File: config.mk
export PLATFORM = sky130hd
export DESIGN_NAME = lcd_scanline_sequencer
export DESIGN_NICKNAME = d
export VERILOG_FILES = /design/src/lss_pkg.sv /design/src/lss_front.sv /design/src/lss_queue.sv /design/src/lss_back.sv /design/src/lcd_scanline_sequencer.sv
export SDC_FILE = /design/constraint.sdc
export NUM_CORES = 1
export LEC_CHECK = 0
export BUFFER_PORTS_ARGS = -buffer_cell sky130_fd_sc_hd__buf_2
export CORE_MARGIN = 3
export CORE_UTILIZATION = 50
export CTS_CLUSTER_DIAMETER = 120
export CTS_CLUSTER_SIZE = 24
export DETAILED_ROUTE_END_ITERATION = 7
export PLACE_DENSITY = 0.71
export SLEW_MARGIN = 20
export SYNTH_ARGS = -nofsm -noshare
export SYNTH_HDL_FRONTEND = slang
export SYNTH_SLANG_ARGS = --single-unit
File: constraint.sdc
create_clock -name i_clk -period 13.8 [get_ports i_clk]
set_input_delay 1.38 -clock i_clk [delete_from_list [all_inputs] [get_ports i_clk]]
set_output_delay 1.38 -clock i_clk [all_outputs]
set_load 0.1 [all_outputs]
File: src/lss_pkg.sv
// Shared types, constants and helpers of the LCD scanline sequencer.
package lss_pkg;

    // Default frame geometry.
    localparam int LINES_PER_FRAME_DEF = 154;
    localparam int VISIBLE_LINES_DEF   = 144;

    // Phase cycle budgets.
    localparam logic [8:0] CYC_NONE     = 9'd0;
    localparam logic [8:0] CYC_OAM      = 9'd80;
    localparam logic [8:0] CYC_XFER     = 9'd169;
    localparam logic [8:0] CYC_HBLANK   = 9'd207;
    localparam logic [8:0] CYC_LINE     = 9'd456;
    localparam logic [8:0] CYC_VBL_HEAD = 9'd72;
    localparam logic [8:0] CYC_TAIL     = 9'd376;

    // Status mode codes.
    localparam logic [1:0] MODE_HBLANK = 2'd0;
    localparam logic [1:0] MODE_VBLANK = 2'd1;
    localparam logic [1:0] MODE_OAM    = 2'd2;
    localparam logic [1:0] MODE_XFER   = 2'd3;

    // Source region codes.
    localparam logic [2:0] REG_ROM0  = 3'd0;
    localparam logic [2:0] REG_ROMX  = 3'd1;
    localparam logic [2:0] REG_ERAM  = 3'd2;
    localparam logic [2:0] REG_WRAM0 = 3'd3;
    localparam logic [2:0] REG_WRAMX = 3'd4;
    localparam logic [2:0] REG_NONE  = 3'd5;

    // Register indexes.
    localparam logic CFG_SKIP_RENDER = 1'b0;
    localparam logic CFG_CART_LOADED = 1'b1;

    // Item kinds.
    localparam logic KIND_TICK = 1'b0;
    localparam logic KIND_DMA  = 1'b1;

    localparam logic [15:0] ADDR_BLOCK_MASK = 16'hfff0;
    localparam logic [15:0] BLOCK_BYTES     = 16'h0010;

    // Phase sequence of one queued job.
    typedef enum logic [1:0] {
        PAT_ONE,
        PAT_VBL,
        PAT_LAST,
        PAT_VIS
    } t_pattern;

    // One input request.
    typedef struct packed {
        logic        kind;
        logic        lcd_on;
        logic [7:0]  line_compare;
        logic [3:0]  stat_enables;
        logic        border_mask;
        logic [15:0] dma_source;
        logic [15:0] dma_target;
        logic [7:0]  dma_blocks;
    } t_item;

    // Classified line work handed from front to back.
    typedef struct packed {
        t_pattern    pattern;
        logic [7:0]  line;
        logic [2:0]  st;
        logic [3:0]  en;
        logic [8:0]  cycles;
        logic        irq_first;
        logic        irq_late;
        logic        frame;
        logic        render;
        logic        dma_valid;
        logic [15:0] dma_src;
        logic [12:0] dma_dst;
        logic [2:0]  dma_region;
    } t_job;

    // One phase result.
    typedef struct packed {
        logic [7:0]  line;
        logic [6:0]  status;
        logic [8:0]  cycles;
        logic        irq_vblank;
        logic        irq_lcd;
        logic        frame_done;
        logic        render_line;
        logic        dma_valid;
        logic [15:0] dma_src_addr;
        logic [12:0] dma_dst_offset;
        logic [2:0]  dma_region;
        logic        last;
    } t_result;

    // Memory map region of a DMA source address.
    function automatic logic [2:0] classify(input logic [15:0] a);
        logic [2:0] r;
        begin
            if (a < 16'h4000)      r = REG_ROM0;
            else if (a < 16'h8000) r = REG_ROMX;
            else if (a >= 16'ha000 && a < 16'hc000) r = REG_ERAM;
            else if (a >= 16'hc000 && a < 16'hd000) r = REG_WRAM0;
            else if (a >= 16'hd000 && a < 16'he000) r = REG_WRAMX;
            else r = REG_NONE;
            return r;
        end
    endfunction

endpackage

File: src/lss_front.sv
// Front end: accepts requests, advances line and DMA state, classifies line work.
module lss_front #(
    parameter int LINES_PER_FRAME = lss_pkg::LINES_PER_FRAME_DEF,
    parameter int VISIBLE_LINES   = lss_pkg::VISIBLE_LINES_DEF
) (
    input  logic           i_clk,
    input  logic           i_rst_n,
    input  logic           i_cfg_we,
    input  logic           i_cfg_idx,
    input  logic           i_cfg_wdata,
    input  logic           i_valid,
    output logic           o_ready,
    input  lss_pkg::t_item i_item,
    input  logic           i_q_full,
    output logic           o_push,
    output lss_pkg::t_job  o_job
);
    import lss_pkg::*;

    localparam logic [7:0] LINE_LAST = 8'(LINES_PER_FRAME - 1);
    localparam logic [7:0] LINE_VBL  = 8'(VISIBLE_LINES);
    localparam logic [7:0] FRAME_LEN = 8'(LINES_PER_FRAME);

    logic        r_skip_render, r_cart_loaded;
    logic [7:0]  r_cur_line, n_cur_line;
    logic [2:0]  r_stat_low, n_stat_low;
    logic [7:0]  r_off_count, n_off_count;
    logic        r_dma_active, n_dma_active;
    logic        r_dma_first, n_dma_first;
    logic [15:0] r_dma_src, n_dma_src;
    logic [15:0] r_dma_dst, n_dma_dst;
    logic [7:0]  r_dma_left, n_dma_left;
    logic [2:0]  r_dma_region, n_dma_region;

    logic        accept;
    logic [7:0]  ly;
    logic [7:0]  off_inc;
    logic        coin;
    t_job        job;

    assign o_ready = !i_q_full;
    assign accept  = i_valid && o_ready;
    assign o_push  = accept && (i_item.kind == KIND_TICK);
    assign o_job   = job;

    assign ly      = (r_cur_line == LINE_LAST) ? 8'd0 : r_cur_line + 8'd1;
    assign off_inc = r_off_count + 8'd1;
    assign coin    = (i_item.line_compare == ly);

    // Next state and job classification.
    always_comb begin
        n_cur_line   = r_cur_line;
        n_stat_low   = r_stat_low;
        n_off_count  = r_off_count;
        n_dma_active = r_dma_active;
        n_dma_first  = r_dma_first;
        n_dma_src    = r_dma_src;
        n_dma_dst    = r_dma_dst;
        n_dma_left   = r_dma_left;
        n_dma_region = r_dma_region;

        job            = '0;
        job.pattern    = PAT_ONE;
        job.en         = i_item.stat_enables;
        job.dma_region = REG_NONE;

        if (i_item.kind == KIND_DMA) begin
            n_dma_src    = i_item.dma_source & ADDR_BLOCK_MASK;
            n_dma_dst    = i_item.dma_target & ADDR_BLOCK_MASK;
            n_dma_left   = i_item.dma_blocks;
            n_dma_first  = 1'b1;
            n_dma_active = (i_item.dma_blocks != 8'd0);
        end else if (!r_cart_loaded) begin
            // Idle result: current line and status, nothing else.
            job.line   = r_cur_line;
            job.st     = r_stat_low;
            job.cycles = CYC_NONE;
        end else if (!i_item.lcd_on) begin
            n_cur_line  = 8'd0;
            n_stat_low  = 3'd0;
            job.cycles  = CYC_LINE;
            if (off_inc >= FRAME_LEN) begin
                job.frame   = 1'b1;
                n_off_count = 8'd0;
            end else begin
                n_off_count = off_inc;
            end
        end else begin
            n_cur_line = ly;
            job.line   = ly;
            job.frame  = (ly == 8'd0);
            if (ly >= LINE_VBL) begin
                // Vertical blank lines.
                job.st        = {coin, MODE_VBLANK};
                n_stat_low    = {coin, MODE_VBLANK};
                job.irq_first = coin && i_item.stat_enables[3];
                job.irq_late  = i_item.stat_enables[1];
                if (ly == LINE_VBL) begin
                    job.pattern = PAT_VBL;
                end else if (ly == LINE_LAST) begin
                    job.pattern = PAT_LAST;
                end else begin
                    job.cycles = CYC_LINE;
                end
            end else begin
                // Visible line: OAM scan, transfer, horizontal blank.
                job.pattern   = PAT_VIS;
                job.st        = {coin, MODE_HBLANK};
                n_stat_low    = {coin, MODE_HBLANK};
                job.irq_first = (coin && i_item.stat_enables[3]) || i_item.stat_enables[2];
                job.render    = !r_skip_render && !i_item.border_mask;
                if (r_dma_active) begin
                    job.dma_valid  = 1'b1;
                    job.dma_src    = r_dma_src;
                    job.dma_dst    = r_dma_dst[12:0];
                    job.dma_region = r_dma_first ? classify(r_dma_src) : r_dma_region;
                    n_dma_region   = job.dma_region;
                    n_dma_first    = 1'b0;
                    n_dma_src      = (r_dma_src + BLOCK_BYTES) & ADDR_BLOCK_MASK;
                    n_dma_dst      = (r_dma_dst + BLOCK_BYTES) & ADDR_BLOCK_MASK;
                    n_dma_left     = r_dma_left - 8'd1;
                    if (r_dma_left == 8'd1) begin
                        n_dma_active = 1'b0;
                    end
                end else begin
                    job.irq_late = i_item.stat_enables[0];
                end
            end
        end
    end

    // State registers and configuration.
    always_ff @(posedge i_clk) begin
        if (!i_rst_n) begin
            r_skip_render <= 1'b0;
            r_cart_loaded <= 1'b0;
            r_cur_line    <= LINE_LAST;
            r_stat_low    <= 3'd0;
            r_off_count   <= 8'd0;
            r_dma_active  <= 1'b0;
            r_dma_first   <= 1'b0;
            r_dma_src     <= 16'd0;
            r_dma_dst     <= 16'd0;
            r_dma_left    <= 8'd0;
            r_dma_region  <= REG_NONE;
        end else begin
            if (i_cfg_we) begin
                case (i_cfg_idx)
                    CFG_SKIP_RENDER: r_skip_render <= i_cfg_wdata;
                    CFG_CART_LOADED: r_cart_loaded <= i_cfg_wdata;
                    default: ;
                endcase
            end
            if (accept) begin
                r_cur_line   <= n_cur_line;
                r_stat_low   <= n_stat_low;
                r_off_count  <= n_off_count;
                r_dma_active <= n_dma_active;
                r_dma_first  <= n_dma_first;
                r_dma_src    <= n_dma_src;
                r_dma_dst    <= n_dma_dst;
                r_dma_left   <= n_dma_left;
                r_dma_region <= n_dma_region;
            end
        end
    end

endmodule

File: src/lss_queue.sv
// Two-entry job queue between the front and back ends.
module lss_queue (
    input  logic          i_clk,
    input  logic          i_rst_n,
    input  logic          i_push,
    input  lss_pkg::t_job i_job,
    output logic          o_full,
    output logic          o_empty,
    input  logic          i_pop,
    output lss_pkg::t_job o_job
);
    import lss_pkg::*;

    t_job       r_mem [2];
    logic       r_wr_ptr, r_rd_ptr;
    logic [1:0] r_count;

    assign o_full  = (r_count == 2'd2);
    assign o_empty = (r_count == 2'd0);
    assign o_job   = r_mem[r_rd_ptr];

    // Storage.
    always_ff @(posedge i_clk) begin
        if (i_push) begin
            r_mem[r_wr_ptr] <= i_job;
        end
    end

    // Pointers and fill count.
    always_ff @(posedge i_clk) begin
        if (!i_rst_n) begin
            r_wr_ptr <= 1'b0;
            r_rd_ptr <= 1'b0;
            r_count  <= 2'd0;
        end else begin
            if (i_push) begin
                r_wr_ptr <= !r_wr_ptr;
            end
            if (i_pop) begin
                r_rd_ptr <= !r_rd_ptr;
            end
            if (i_push && !i_pop) begin
                r_count <= r_count + 2'd1;
            end else if (!i_push && i_pop) begin
                r_count <= r_count - 2'd1;
            end
        end
    end

endmodule

File: src/lss_back.sv
// Back end: expands each job into its phase results behind an output register.
module lss_back (
    input  logic             i_clk,
    input  logic             i_rst_n,
    input  logic             i_q_empty,
    input  lss_pkg::t_job    i_job,
    output logic             o_pop,
    output logic             o_valid,
    input  logic             i_ready,
    output lss_pkg::t_result o_result
);
    import lss_pkg::*;

    logic [1:0] r_phase;
    logic       r_valid;
    t_result    r_result;
    t_result    res;
    logic       load;

    assign load     = !i_q_empty && (!r_valid || i_ready);
    assign o_pop    = load && res.last;
    assign o_valid  = r_valid;
    assign o_result = r_result;

    // Result of the current phase.
    always_comb begin
        res            = '0;
        res.line       = i_job.line;
        res.status     = {i_job.en, i_job.st};
        res.dma_region = REG_NONE;
        case (i_job.pattern)
            PAT_ONE: begin
                res.cycles     = i_job.cycles;
                res.irq_lcd    = i_job.irq_first;
                res.frame_done = i_job.frame;
                res.last       = 1'b1;
            end
            PAT_VBL, PAT_LAST: begin
                if (r_phase == 2'd0) begin
                    res.cycles     = (i_job.pattern == PAT_VBL) ? CYC_VBL_HEAD : CYC_OAM;
                    res.irq_lcd    = i_job.irq_first;
                    res.frame_done = i_job.frame;
                end else begin
                    res.cycles = CYC_TAIL;
                    res.last   = 1'b1;
                    if (i_job.pattern == PAT_VBL) begin
                        res.irq_vblank = 1'b1;
                        res.irq_lcd    = i_job.irq_late;
                    end else begin
                        res.line = 8'd0;
                    end
                end
            end
            default: begin
                case (r_phase)
                    2'd0: begin
                        res.status[1:0] = MODE_OAM;
                        res.cycles      = CYC_OAM;
                        res.irq_lcd     = i_job.irq_first;
                        res.frame_done  = i_job.frame;
                    end
                    2'd1: begin
                        res.status[1:0] = MODE_XFER;
                        res.cycles      = CYC_XFER;
                    end
                    default: begin
                        res.status[1:0] = MODE_HBLANK;
                        res.cycles      = CYC_HBLANK;
                        res.render_line = i_job.render;
                        res.irq_lcd     = i_job.irq_late;
                        res.last        = 1'b1;
                        if (i_job.dma_valid) begin
                            res.dma_valid      = 1'b1;
                            res.dma_src_addr   = i_job.dma_src;
                            res.dma_dst_offset = i_job.dma_dst;
                            res.dma_region     = i_job.dma_region;
                        end
                    end
                endcase
            end
        endcase
    end

    // Phase counter and output register.
    always_ff @(posedge i_clk) begin
        if (!i_rst_n) begin
            r_phase <= 2'd0;
            r_valid <= 1'b0;
        end else begin
            if (load) begin
                r_valid <= 1'b1;
                r_phase <= res.last ? 2'd0 : r_phase + 2'd1;
            end else if (i_ready) begin
                r_valid <= 1'b0;
            end
        end
    end

    always_ff @(posedge i_clk) begin
        if (load) begin
            r_result <= res;
        end
    end

endmodule

File: src/lcd_scanline_sequencer.sv
// Top level of the LCD scanline sequencer: front end, job queue and back end.
//
// Usage: requests arrive on i_valid/o_ready. A tick request (kind 0) advances
// the scanline and yields one to three phase results on o_valid/i_ready; the
// final one of each request has o_last set. A DMA start request (kind 1) arms
// the HBlank block transfer and yields no result. Configuration is written
// through i_cfg_we/i_cfg_idx/i_cfg_wdata while the block is idle.
// The first result of a tick passes through the job queue and then the
// output register. The back end emits one result per cycle while a job is
// queued and the receiver is not stalling; a tick yields one result per phase
// (three on visible lines, two on the vertical blank start and last lines,
// one otherwise), which sets the sustained rate. The two-entry job queue
// lets requests in while earlier results go out or wait on the receiver.
// Reset puts the line counter on the last line so the first tick starts a
// frame at line 0; DMA is idle and both configuration bits clear.
// When the receiver stalls, the result register holds, the queue fills and
// o_ready drops until room frees up.
module lcd_scanline_sequencer #(
    parameter int LINES_PER_FRAME = lss_pkg::LINES_PER_FRAME_DEF,
    parameter int VISIBLE_LINES   = lss_pkg::VISIBLE_LINES_DEF
) (
    input  logic        i_clk,
    input  logic        i_rst_n,
    input  logic        i_cfg_we,
    input  logic        i_cfg_idx,
    input  logic        i_cfg_wdata,
    input  logic        i_valid,
    output logic        o_ready,
    input  logic        i_kind,
    input  logic        i_lcd_on,
    input  logic [7:0]  i_line_compare,
    input  logic [3:0]  i_stat_enables,
    input  logic        i_border_mask,
    input  logic [15:0] i_dma_source,
    input  logic [15:0] i_dma_target,
    input  logic [7:0]  i_dma_blocks,
    output logic        o_valid,
    input  logic        i_ready,
    output logic [7:0]  o_line,
    output logic [6:0]  o_status,
    output logic [8:0]  o_cycles,
    output logic        o_irq_vblank,
    output logic        o_irq_lcd,
    output logic        o_frame_done,
    output logic        o_render_line,
    output logic        o_dma_valid,
    output logic [15:0] o_dma_src_addr,
    output logic [12:0] o_dma_dst_offset,
    output logic [2:0]  o_dma_region,
    output logic        o_last
);
    import lss_pkg::*;

    t_item   item;
    t_job    push_job, head_job;
    t_result result;
    logic    q_full, q_empty, push, pop;

    assign item = '{
        kind:         i_kind,
        lcd_on:       i_lcd_on,
        line_compare: i_line_compare,
        stat_enables: i_stat_enables,
        border_mask:  i_border_mask,
        dma_source:   i_dma_source,
        dma_target:   i_dma_target,
        dma_blocks:   i_dma_blocks
    };

    lss_front #(
        .LINES_PER_FRAME(LINES_PER_FRAME),
        .VISIBLE_LINES  (VISIBLE_LINES)
    ) u_front (
        .i_clk      (i_clk),
        .i_rst_n    (i_rst_n),
        .i_cfg_we   (i_cfg_we),
        .i_cfg_idx  (i_cfg_idx),
        .i_cfg_wdata(i_cfg_wdata),
        .i_valid    (i_valid),
        .o_ready    (o_ready),
        .i_item     (item),
        .i_q_full   (q_full),
        .o_push     (push),
        .o_job      (push_job)
    );

    lss_queue u_queue (
        .i_clk  (i_clk),
        .i_rst_n(i_rst_n),
        .i_push (push),
        .i_job  (push_job),
        .o_full (q_full),
        .o_empty(q_empty),
        .i_pop  (pop),
        .o_job  (head_job)
    );

    lss_back u_back (
        .i_clk    (i_clk),
        .i_rst_n  (i_rst_n),
        .i_q_empty(q_empty),
        .i_job    (head_job),
        .o_pop    (pop),
        .o_valid  (o_valid),
        .i_ready  (i_ready),
        .o_result (result)
    );

    // Result fields onto their ports.
    assign o_line           = result.line;
    assign o_status         = result.status;
    assign o_cycles         = result.cycles;
    assign o_irq_vblank     = result.irq_vblank;
    assign o_irq_lcd        = result.irq_lcd;
    assign o_frame_done     = result.frame_done;
    assign o_render_line    = result.render_line;
    assign o_dma_valid      = result.dma_valid;
    assign o_dma_src_addr   = result.dma_src_addr;
    assign o_dma_dst_offset = result.dma_dst_offset;
    assign o_dma_region     = result.dma_region;
    assign o_last           = result.last;

endmodule

==> impl_metrics.csv <==
group,metric,value,unit
setup_path,cp_common_cell,"ha_1",
clock_network,htree_levels,1,
die,pin_count,126,
place,dp_hpwl,14.2,mm
synthesis,synthArstFlopShare,0,
setup_path,crit_path_end_kind,"register",
power,ir_worst_vdd,0.000121,V
clock_network,path_clk_slew,90,ps
global_routing,grt_pass1_wl,34.7,mm
place,place_congestion,0.894,
clock_network,cts_hold_buf,0,
global_routing,gr-max-usage-layer,"met2",
power,p_leak,3.83,nW
layout,seqCellArea,5600,µm²
route,routed-via-count,6949,
die,die_height,146,µm
global_routing,met1_usage,0.264,
sta,setup_violations,0,
global_routing,grt_util_met3,0.0293,
setup_path,cpPeakStageDelay,620,ps
sta,fin_setup_tns,0,ps
sta,skew,20.0,ps
die,dieArea,21200,µm²
power,p_per_area,194,nW/µm²
setup_path,path_cells,"buf_4, mux2i_1, inv_1, ha_1, nor2b_1, nor2_1, o21bai_1, nand2_1, ha_1, or3_1, a21oi_1",
synthesis,synth_ff_type,"edfxtp_1",
global_routing,grtUsageTotal,0.198,
sta,drv_slew,0,
setup_path,slowest_stage,"buf_4",
clock_network,cts_root_buf,"clkbuf_16",
hold_path,min-delay-start,"u_front.r_dma_region[0]",
sta,rsz0062_at_grt,"no",
synthesis,syn_avg_cell_area,11.0,µm²
die,die_w,146,µm
global_routing,antenna_found_initial,0,
route,firstDrtPassIters,5,
power,total_power,2.09,mW
setup_path,crit_type,"reg -> reg",
outcome,outcome,"finished clean",
clock_network,cts_buffer_depth,3,
setup_path,cp.arrival,3980,ps
global_routing,grt_pass1_vias,6702,
place,dp_slack,10050,ps
synthesis,synth_edf_count,145,
clock_network,clock_latency,470,ps
setup_path,crit_required,14200,ps
sta,worst_slack,10210,ps
sta,period_needed,3590,ps
sta,layout_worst_path_cycle_share,0.260,
place,dp.cells,1210,
setup_path,cp-start-kind,"register",
layout,multi_input_area,3840,µm²
clock_network,cts-buffers-inserted,12,
sta,maxClockFrequency,279,MHz
synthesis,syn_inst,886,
synthesis,ys_seq_area_frac,0.574,
clock_network,cts.sinks,207,
layout,drive_above_1_share,0.162,
die,start_util,0.514,
clock_network,cts_resized,0,
route,drcViolationCount,0,
synthesis,syn-cell-area,9750,µm²
global_routing,grt_max_degree,55,
hold_path,hold_path.class,"reg -> reg",
setup_path,critPathMaxFanout,46,
sta,hold_violations,0,
place,port_buffers,106,
route,viasPerCell,5.65,
synthesis,yosys_warnings,0,
sta,relSlewSlack,0.393,
layout,utilization,0.569,
clock_network,postCtsSetupRepairBufs,0,
setup_path,path_buf_inv,2,
layout,instances_no_fill,1231,
place,dpl-instance-area,10400,µm²
route,routedWlPerCell,17.2,µm
layout,synthToLayoutAreaGrowth,10.6,%
route,finalWirelength,21.2,mm
die,row_count,50,
clock_network,tritoncts,"yes",
sta,holdWs,477,ps
layout,diodes,0,
layout,nNetsFinal,1045,
route,antenna_left,0,
synthesis,ys_types,77,
setup_path,cpLargestDelayFamily,"simple AND/OR/NAND/NOR gates",
layout,fill_cells,1605,
global_routing,overflow,0,
route,drt-initial-drc-count,552,
die,core_area,19000,µm²
synthesis,synth-seq-cells,207,
sta,worstMarginPinSlew,908,ps
global_routing,use_met2,0.335,
layout,final_area,10800,µm²
run,max-cap-violations,0,
-- cells by family (layout without fill, tap and decap cells) --
group                      Yosys count  after routing  share of synthesized area
other                                1              8                   0.000385
and+or+nand+nor                    352            352                      0.178
AOI/OAI and AO/OA                  166            166                      0.121
adders and majority gates           18             18                     0.0231
DFF                                207            207                      0.574
buffers and inverters               75            153                     0.0364
muxes                               49             49                     0.0511
xor gates and xnor gates            18             18                     0.0162
-- report_power, final --
part           switching, mW  total [mW]  internal, mW
logic                  0.717       0.870         0.153
registers             0.0469       0.850         0.803
clock network          0.192       0.369         0.177
total                  0.956        2.09          1.13
-- layer usage --
layer,wire [µm],vias up,part of all wire
met2,10100,211,0.48
met3,1190,31,0.056
met5,0,-,0
met1,9430,3303,0.45
met4,452,0,0.021
li1,-,3404,-
-- path summary, 6_finish.rpt --
check | to | slack [ps] | cells after the start
worst max-delay path | u_queue.r_count[1] | 10210 | 11
worst min register to register | u_front.r_dma_region[0] | 480 | 1
worst max register to register | u_queue.r_count[1] | 10210 | 11
worst min-delay path | u_front.r_dma_region[0] | 480 | 1
-- Yosys cell counts (14+ instances only) --
library cell	instances	area (µm²)
and3_1	14	87.6
mux2i_1	43	430
nand3_1	49	245
o21ai_0	25	125
and2_1	24	150
ha_1	18	225
nor3_1	23	115
nand2_1	74	278
a21oi_1	44	220
dfxtp_1	62	1240
inv_1	20	75.1
edfxtp_1	145	4350
clkbuf_1	28	105
nor2_1	98	368
-- registers in the layout (all words and copies together), names as in the netlist, named ones only --
| signal | cells |
|---|---|
| u_back.o_result | 53 |
| u_back.o_valid | 1 |
| u_back.r_phase | 2 |
| u_front.r_cart_loaded | 1 |
| u_front.r_cur_line | 8 |
| u_front.r_dma_active | 1 |
| u_front.r_dma_dst | 9 |
| u_front.r_dma_first | 1 |
| u_front.r_dma_left | 8 |
| u_front.r_dma_region | 3 |
| u_front.r_dma_src | 12 |
| u_front.r_off_count | 8 |
| u_front.r_skip_render | 1 |
| u_front.r_stat_low | 2 |
| u_queue.r_count | 2 |
| u_queue.r_mem | 92 |
| u_queue.r_rd_ptr | 1 |
| u_queue.r_wr_ptr | 1 |
-- final cells by class --
cell class	instances	area share
Sequential cell	207	0.519
Multi-Input combinational cell	611	0.356
Timing Repair Buffer	112	0.0541
Clock buffer	19	0.0323
Tap cell	260	0.0302
Inverter	21	0.00731
Clock inverter	1	0.00104
-- cells in the final DEF, fill, tap and decap left out, types with 8 or more instances in the layout --
| cell type | instances |
|---|---|
| and2_1 | 24 |
| o31ai_1 | 8 |
| ha_1 | 18 |
| inv_1 | 19 |
| dfxtp_1 | 61 |
| mux2i_1 | 43 |
| nand3_1 | 49 |
| o21ai_0 | 25 |
| xnor2_1 | 11 |
| buf_2 | 106 |
| clkbuf_16 | 13 |
| nand4_1 | 8 |
| and3_1 | 13 |
| conb_1 | 8 |
| nor3_1 | 22 |
| or3_1 | 12 |
| edfxtp_1 | 145 |
| a31oi_1 | 11 |
| a21oi_1 | 44 |
| nor2_1 | 97 |
| nor2b_1 | 13 |
| nand2_1 | 74 |
Note: power is estimated with default switching activity, not from simulation.
